## src/hw/rtl/imrsz_pkg.sv

```systemverilog
// imrsz_pkg: shared widths, codes and types of the image resize block
// no dependencies; used by every module of the block except imrsz_ram
`timescale 1ns / 1ps

package imrsz_pkg;

   localparam int DEF_MAX_HEIGHT   = 128;
   localparam int DEF_MAX_WIDTH    = 128;
   localparam int DEF_MAX_CHANNELS = 4;
   localparam int DEF_FRAC_BITS    = 16;

   localparam int ROW_W      = 12;
   localparam int COL_W      = 12;
   localparam int CHAN_W     = 2;
   localparam int PIX_W      = 8;
   localparam int ISZ_W      = 8;
   localparam int OSZ_W      = 13;
   localparam int NCH_W      = 3;
   localparam int CSR_IDX_W  = 3;
   localparam int CSR_DATA_W = 13;
   localparam int DIV_W      = OSZ_W + 1;

   localparam logic CMD_WRITE = 1'b0;
   localparam logic CMD_READ  = 1'b1;

   localparam logic [CSR_IDX_W-1:0] CSR_IN_HEIGHT   = 3'd0;
   localparam logic [CSR_IDX_W-1:0] CSR_IN_WIDTH    = 3'd1;
   localparam logic [CSR_IDX_W-1:0] CSR_OUT_HEIGHT  = 3'd2;
   localparam logic [CSR_IDX_W-1:0] CSR_OUT_WIDTH   = 3'd3;
   localparam logic [CSR_IDX_W-1:0] CSR_CHANNELS    = 3'd4;
   localparam logic [CSR_IDX_W-1:0] CSR_RESIZE_MODE = 3'd5;
   localparam logic [CSR_IDX_W-1:0] CSR_CORNER_MAP  = 3'd6;

   // effective configuration, input sizes and channel count already clamped
   typedef struct packed {
      logic [ISZ_W-1:0] in_h;
      logic [ISZ_W-1:0] in_w;
      logic [OSZ_W-1:0] out_h;
      logic [OSZ_W-1:0] out_w;
      logic [NCH_W-1:0] nch;
      logic             bilinear;
      logic             corners;
   } cfg_type;

   typedef struct packed {
      logic              cmd;
      logic [ROW_W-1:0]  row;
      logic [COL_W-1:0]  col;
      logic [CHAN_W-1:0] chan;
      logic [PIX_W-1:0]  pixel;
      logic              bad;
      logic              wr_ok;
   } item_type;

endpackage

```

## src/hw/rtl/imrsz_map.sv

```systemverilog
// imrsz_map: request decode and pipelined source coordinate division
// depends on imrsz_pkg
`timescale 1ns / 1ps

module imrsz_map #(
   parameter int FRAC_BITS = imrsz_pkg::DEF_FRAC_BITS
) (
   input  logic                                  clock,
   input  logic                                  reset,
   input  imrsz_pkg::cfg_type                    cfg,
   input  logic                                  in_valid,
   output logic                                  in_ready,
   input  imrsz_pkg::item_type                   in_item,
   output logic                                  out_valid,
   input  logic                                  out_ready,
   output imrsz_pkg::item_type                   out_item,
   output logic [imrsz_pkg::ISZ_W+FRAC_BITS-1:0] out_qy,
   output logic [imrsz_pkg::ISZ_W+FRAC_BITS-1:0] out_qx
);

   localparam int QW = imrsz_pkg::ISZ_W + FRAC_BITS;
   localparam int DW = imrsz_pkg::DIV_W;
   localparam int PW = imrsz_pkg::ROW_W + 1 + imrsz_pkg::ISZ_W;
   localparam int IW = imrsz_pkg::ISZ_W;

   function automatic logic [imrsz_pkg::NCH_W-1:0] NCH_EXT(
      input logic [imrsz_pkg::CHAN_W-1:0] c);
      return imrsz_pkg::NCH_W'(c);
   endfunction

   logic                corners;
   logic [DW-1:0]       div_y, div_x;
   logic [PW-1:0]       num_y, num_x;
   logic                bad, wr_ok;
   imrsz_pkg::item_type item_in;

   logic                v_ff    [0:QW];
   logic                load    [0:QW];
   imrsz_pkg::item_type item_ff [0:QW];
   logic [DW-1:0]       remy_ff [0:QW];
   logic [DW-1:0]       remx_ff [0:QW];
   logic [QW-1:0]       nqy_ff  [0:QW];
   logic [QW-1:0]       nqx_ff  [0:QW];

   assign corners = cfg.bilinear & cfg.corners;

   // half-pixel: ((2o+1)*I*ONE) / (2O); corners: (o*(I-1)*ONE) / (O-1)
   always_comb begin
      if (corners) begin
         div_y = {1'b0, cfg.out_h - 1'b1};
         div_x = {1'b0, cfg.out_w - 1'b1};
         num_y = PW'(in_item.row) * PW'(cfg.in_h - 1'b1);
         num_x = PW'(in_item.col) * PW'(cfg.in_w - 1'b1);
      end else begin
         div_y = {cfg.out_h, 1'b0};
         div_x = {cfg.out_w, 1'b0};
         num_y = PW'({in_item.row, 1'b1}) * PW'(cfg.in_h);
         num_x = PW'({in_item.col, 1'b1}) * PW'(cfg.in_w);
      end
   end

   always_comb begin
      bad = ({1'b0, in_item.row} >= cfg.out_h) || ({1'b0, in_item.col} >= cfg.out_w)
            || (NCH_EXT(in_item.chan) >= cfg.nch);
      wr_ok = (in_item.row < {4'b0, cfg.in_h}) && (in_item.col < {4'b0, cfg.in_w})
              && (NCH_EXT(in_item.chan) < cfg.nch);
      item_in       = in_item;
      item_in.bad   = bad;
      item_in.wr_ok = wr_ok;
   end

   assign load[QW] = !v_ff[QW] | out_ready;
   assign load[0]  = !v_ff[0] | load[1];
   assign in_ready = load[0];

   // stage 0: numerator split, top bits form the starting remainder
   always_ff @(posedge clock) begin
      if (reset) begin
         v_ff[0] <= 1'b0;
      end else if (load[0]) begin
         v_ff[0] <= in_valid;
      end
      if (load[0]) begin
         item_ff[0] <= item_in;
         remy_ff[0] <= DW'(num_y[PW-1:IW]);
         remx_ff[0] <= DW'(num_x[PW-1:IW]);
         nqy_ff[0]  <= {num_y[IW-1:0], {FRAC_BITS{1'b0}}};
         nqx_ff[0]  <= {num_x[IW-1:0], {FRAC_BITS{1'b0}}};
      end
   end

   // one quotient bit per stage and axis
   for (genvar k = 1; k <= QW; k++) begin : g_div
      logic [DW:0]   ty, tx;
      logic          gey, gex;
      logic [DW-1:0] remy_in, remx_in;

      if (k < QW) begin : g_ld
         assign load[k] = !v_ff[k] | load[k+1];
      end

      always_comb begin
         ty  = {remy_ff[k-1], nqy_ff[k-1][QW-1]};
         tx  = {remx_ff[k-1], nqx_ff[k-1][QW-1]};
         gey = ty >= {1'b0, div_y};
         gex = tx >= {1'b0, div_x};
         remy_in = gey ? DW'(ty - {1'b0, div_y}) : DW'(ty);
         remx_in = gex ? DW'(tx - {1'b0, div_x}) : DW'(tx);
      end

      always_ff @(posedge clock) begin
         if (reset) begin
            v_ff[k] <= 1'b0;
         end else if (load[k]) begin
            v_ff[k] <= v_ff[k-1];
         end
         if (load[k]) begin
            item_ff[k] <= item_ff[k-1];
            remy_ff[k] <= remy_in;
            remx_ff[k] <= remx_in;
            nqy_ff[k]  <= {nqy_ff[k-1][QW-2:0], gey};
            nqx_ff[k]  <= {nqx_ff[k-1][QW-2:0], gex};
         end
      end
   end

   assign out_valid = v_ff[QW];
   assign out_item  = item_ff[QW];
   // zero divisor in corner mode maps to coordinate 0
   assign out_qy = (corners && cfg.out_h == imrsz_pkg::OSZ_W'(1)) ? '0 : nqy_ff[QW];
   assign out_qx = (corners && cfg.out_w == imrsz_pkg::OSZ_W'(1)) ? '0 : nqx_ff[QW];

endmodule

```

## config.mk

```make
export PLATFORM = sky130hd
export DESIGN_NAME = imrsz_map
export DESIGN_NICKNAME = d
export VERILOG_FILES = /design/src/hw/rtl/imrsz_pkg.sv /design/src/hw/rtl/imrsz_map.sv
export SDC_FILE = /design/constraint.sdc
export NUM_CORES = 2
export LEC_CHECK = 0
export BUFFER_PORTS_ARGS = -buffer_cell sky130_fd_sc_hd__buf_2
export CORE_MARGIN = 1
export CORE_UTILIZATION = 40
export CTS_BUF_LIST = sky130_fd_sc_hd__clkbuf_8
export CTS_CLUSTER_DIAMETER = 120
export DETAILED_ROUTE_END_ITERATION = 6
export MAX_ROUTING_LAYER = met4
export SLEW_MARGIN = 20
export SYNTH_ARGS = -nofsm -noshare
export SYNTH_HDL_FRONTEND = slang
export SYNTH_SLANG_ARGS = --single-unit
```

## constraint.sdc

```tcl
create_clock -name clock -period 23.4 [get_ports clock]
set_input_delay 4.68 -clock clock [delete_from_list [all_inputs] [get_ports clock]]
set_output_delay 4.68 -clock clock [all_outputs]
set_load 0.01 [all_outputs]
```

==> results.cfg <==
[power_and_ir_drop]
power.leakage_nw = 54.2
total_power_mw = 17.6
power_density_nw_per_um2 = 131
vdd_drop_max_mv = 0.0562

[cts]
cts_sinks = 2292
cts_tree = done
path_clk_slew_ns = 0.05
clock_latency_ns = 0.96
htreeDepth = 5
root_buffer = clkbuf_8
clockBufferDepth = 4
post_cts.repair.setup_buffers = 0
postCtsResizedCells = 0
cts_hold_buf = 0
cts_buffers = 383

[yosys]
syn_area_um2 = 121000
syn_inst = 9136
syn-num-nets = 10500
synth_area_per_cell_um2 = 13.2
synth_flop_cell = edfxtp_1
yosys_warnings = 0
yosysUniqueCellTypes = 88
ys_ff_latch = 2292
synth-seq-area-share_pct = 57.0
synth_async_sr_flop_share_pct = 0
synth_edf_count = 2292

[critical_path]
reg2reg_depth = 10
r2r_setup_slack_ns = 17.86
startpoint = out_ready
critPathMaxFanout = 54
start_kind = input pin
critical_path_required_ns = 18.72
endpoint = in_ready
cp.arrival_ns = 9.10
reg2reg_to = remy_ff[0][3]
reg2reg_from = v_ff[1][8]
end_kind = output pin
path_class = input pin to output pin

[global_routing]
track_usage_pct = 16.8
grt_pass1_wl_um = 397000
first_global_vias = 74300
grt-ovfl-total = 0
grt_max_degree = 81
antenna_found_initial = 10

[detailed_routing]
wirelength_um = 251000
drc_errors = 1
vias = 72100
post_drt_wl_per_cell_um = 18.2
drt_iter0_markers = 4151
routed_via_density = 5.21
drt-pass1-iter-count = 7
drtAntennaViolNets = 0

[timing]
setup-violations-final = 0
fin_skew_ns = 0.0920
finalHoldViolations = 0
slew_headroom_pct = 26.3
rsz0062_at_grt = no
slew_violations = 0
max_freq_mhz = 72.6
fin_crit_sh_pct = 58.9
min_period_ns = 13.78
tightest_slew_ns = 1.10
setup_tns_ns = 0
holdWs_ns = 0.342

[floorplan]
die_w_um = 551
die_y_um = 551
core_um2 = 300000
die-area_um2 = 304000
ioPinCount = 175
start_util_pct = 40.2
rows = 201

[job]
drv_cap = 0

[hold_path]
hold_path.class = flop to flop

[final_layout]
final-seq-area_um2 = 68800
synthToLayoutAreaGrowth_pct = 10.7
multi_input_area_um2 = 49100
nNetsFinal = 10900
fill_cells = 26700
post-route-util_pct = 44.6
drive_gt1_share_pct = 12.6

[outcome]
violations = design-rule violations
status = finished, violations left

[placement]
routabilityCongestion = 0.879
portBuffers = 172
hpwl_um = 174000
==> area by class of cell <==
cell class / instances / area share, %
multi-input cells: 6033 / 36.7
repair buffers: 271 / 1.25
diodes: 6 / 0.0112
flip-flops and latches: 2292 / 51.5
inverters: 599 / 1.70
clock inverters: 272 / 1.15
well taps: 3958 / 3.70
clock buffers: 389 / 4.01
==> where the power goes <==
group,internal [mW],total (mW),leakage [nW],switching (mW)
logic,3.39,7.46,26.1,4.06
registers,6.32,6.88,24.1,0.560
clock network,1.69,3.22,3.94,1.54
==> layout by cell type (no fill, tap or decap), types with 47 or more instances in the layout <==
cell | netlist | final
nand3_1 | 112 | 109
fa_1 | 320 | 320
nand2b_1 | 124 | 124
clkinv_1 | 0 | 78
inv_1 | 598 | 697
a31oi_1 | 47 | 47
edfxtp_1 | 2292 | 2292
buf_2 | 34 | 172
a211oi_1 | 70 | 70
xnor2_1 | 278 | 278
buf_4 | 51 | 95
nor2_1 | 601 | 601
ha_1 | 926 | 926
nand4_1 | 115 | 115
and2_1 | 120 | 119
clkbuf_8 | 0 | 389
o31ai_1 | 57 | 55
nor3_1 | 128 | 126
mux2_2 | 331 | 331
xor2_1 | 185 | 183
clkinv_2 | 0 | 55
o21a_1 | 120 | 120
o41ai_1 | 50 | 50
nor2b_1 | 166 | 166
a21oi_1 | 432 | 425
nand2_1 | 527 | 516
o21bai_1 | 97 | 97
a21o_1 | 232 | 232
o21ai_0 | 453 | 446
==> routing by layer <==
| layer | GRT usage (%) | wire, µm | vias up |
|---|---|---|---|
| met5 | - | 0 | - |
| met4 | 5.31 | 6660 | 0 |
| met3 | 2.54 | 11400 | 483 |
| met2 | 27.6 | 119000 | 1646 |
| met1 | 21.4 | 114000 | 35100 |
| li1 | - | - | 34800 |
==> state kept, by name, indices dropped and copies added, names as in the netlist <==
register / count
v_ff: 25
nqy_ff: 336
nqx_ff: 336
remx_ff: 335
remy_ff: 335
item_ff: 925
==> Yosys cell counts, types with 19 or more instances <==
library cell  count  area, µm²
mux2i_1          23        230
xnor2_1         278       2430
or3_1            31        194
o21ai_0         453       2270
o41ai_1          50        438
edfxtp_1       2292      68800
clkbuf_1        115        432
nor2b_1         166       1040
o21ai_1          41        205
nor4_1           23        144
o21bai_1         97        728
buf_2            34        170
o31ai_1          57        428
a31oi_1          47        294
fa_1            320       6410
nor2_1          601       2260
or2_2            34        213
nor3_1          128        641
nand2b_1        124        776
o21a_1          120        901
buf_4            51        383
o22ai_1          26        163
a21oi_1         432       2160
o31a_1           19        166
a211oi_1         70        526
nand3_1         112        561
inv_1           598       2240
a21boi_0         29        218
nand4_1         115        719
nor3b_1          23        173
ha_1            926      11600
mux2_2          331       3730
xor2_1          185       1620
a21o_1          232       1740
and2_1          120        751
nand2_1         527       1980
==> critical path: stages <==
cell,delay [ns]
buf_2,0.10
nor2b_1,0.56
and3_1,0.44
and3_1,0.36
inv_4,0.30
nor2_1,0.55
clkinv_2,0.54
nor2_1,0.53
and3_1,0.44
nand3_4,0.31
buf_2,0.25
==> worst min-delay path by stage <==
stage / endpoint / cells past startpoint / startpoint
4_1_cts: item_ff[0][473] / 0 / item_ff[0][436]
3_5_place_dp: item_ff[0][101] / 0 / item_ff[0][64]
2_1_floorplan: item_ff[0][100] / 0 / item_ff[0][63]
3_3_place_gp: nqy_ff[1][196] / 0 / nqy_ff[1][171]
6_report: item_ff[0][473] / 0 / item_ff[0][436]
5_1_grt: item_ff[0][473] / 0 / item_ff[0][436]
==> through the flow <==
step | setup slack, ns | area [µm²] | instances
after floorplan | 6.89 | 121000 | 9136
after global placement | 9.60 | 127000 | 13100
after detailed placement | 9.51 | 127000 | 13100
after CTS | 9.48 | 134000 | 13800
after global routing | 9.26 | 134000 | 13800
final | 9.62 | 134000 | 13800
==> kinds of logic after synthesis <==
group           share of synthesized area (%)
xor+xnor                                 3.36
buf+inv                                  2.75
compound gates                           10.1
mux                                      3.46
flops                                    57.0
fa+ha+maj                                14.9
simple gates                             8.45
Power figures use the tool's default switching activity.
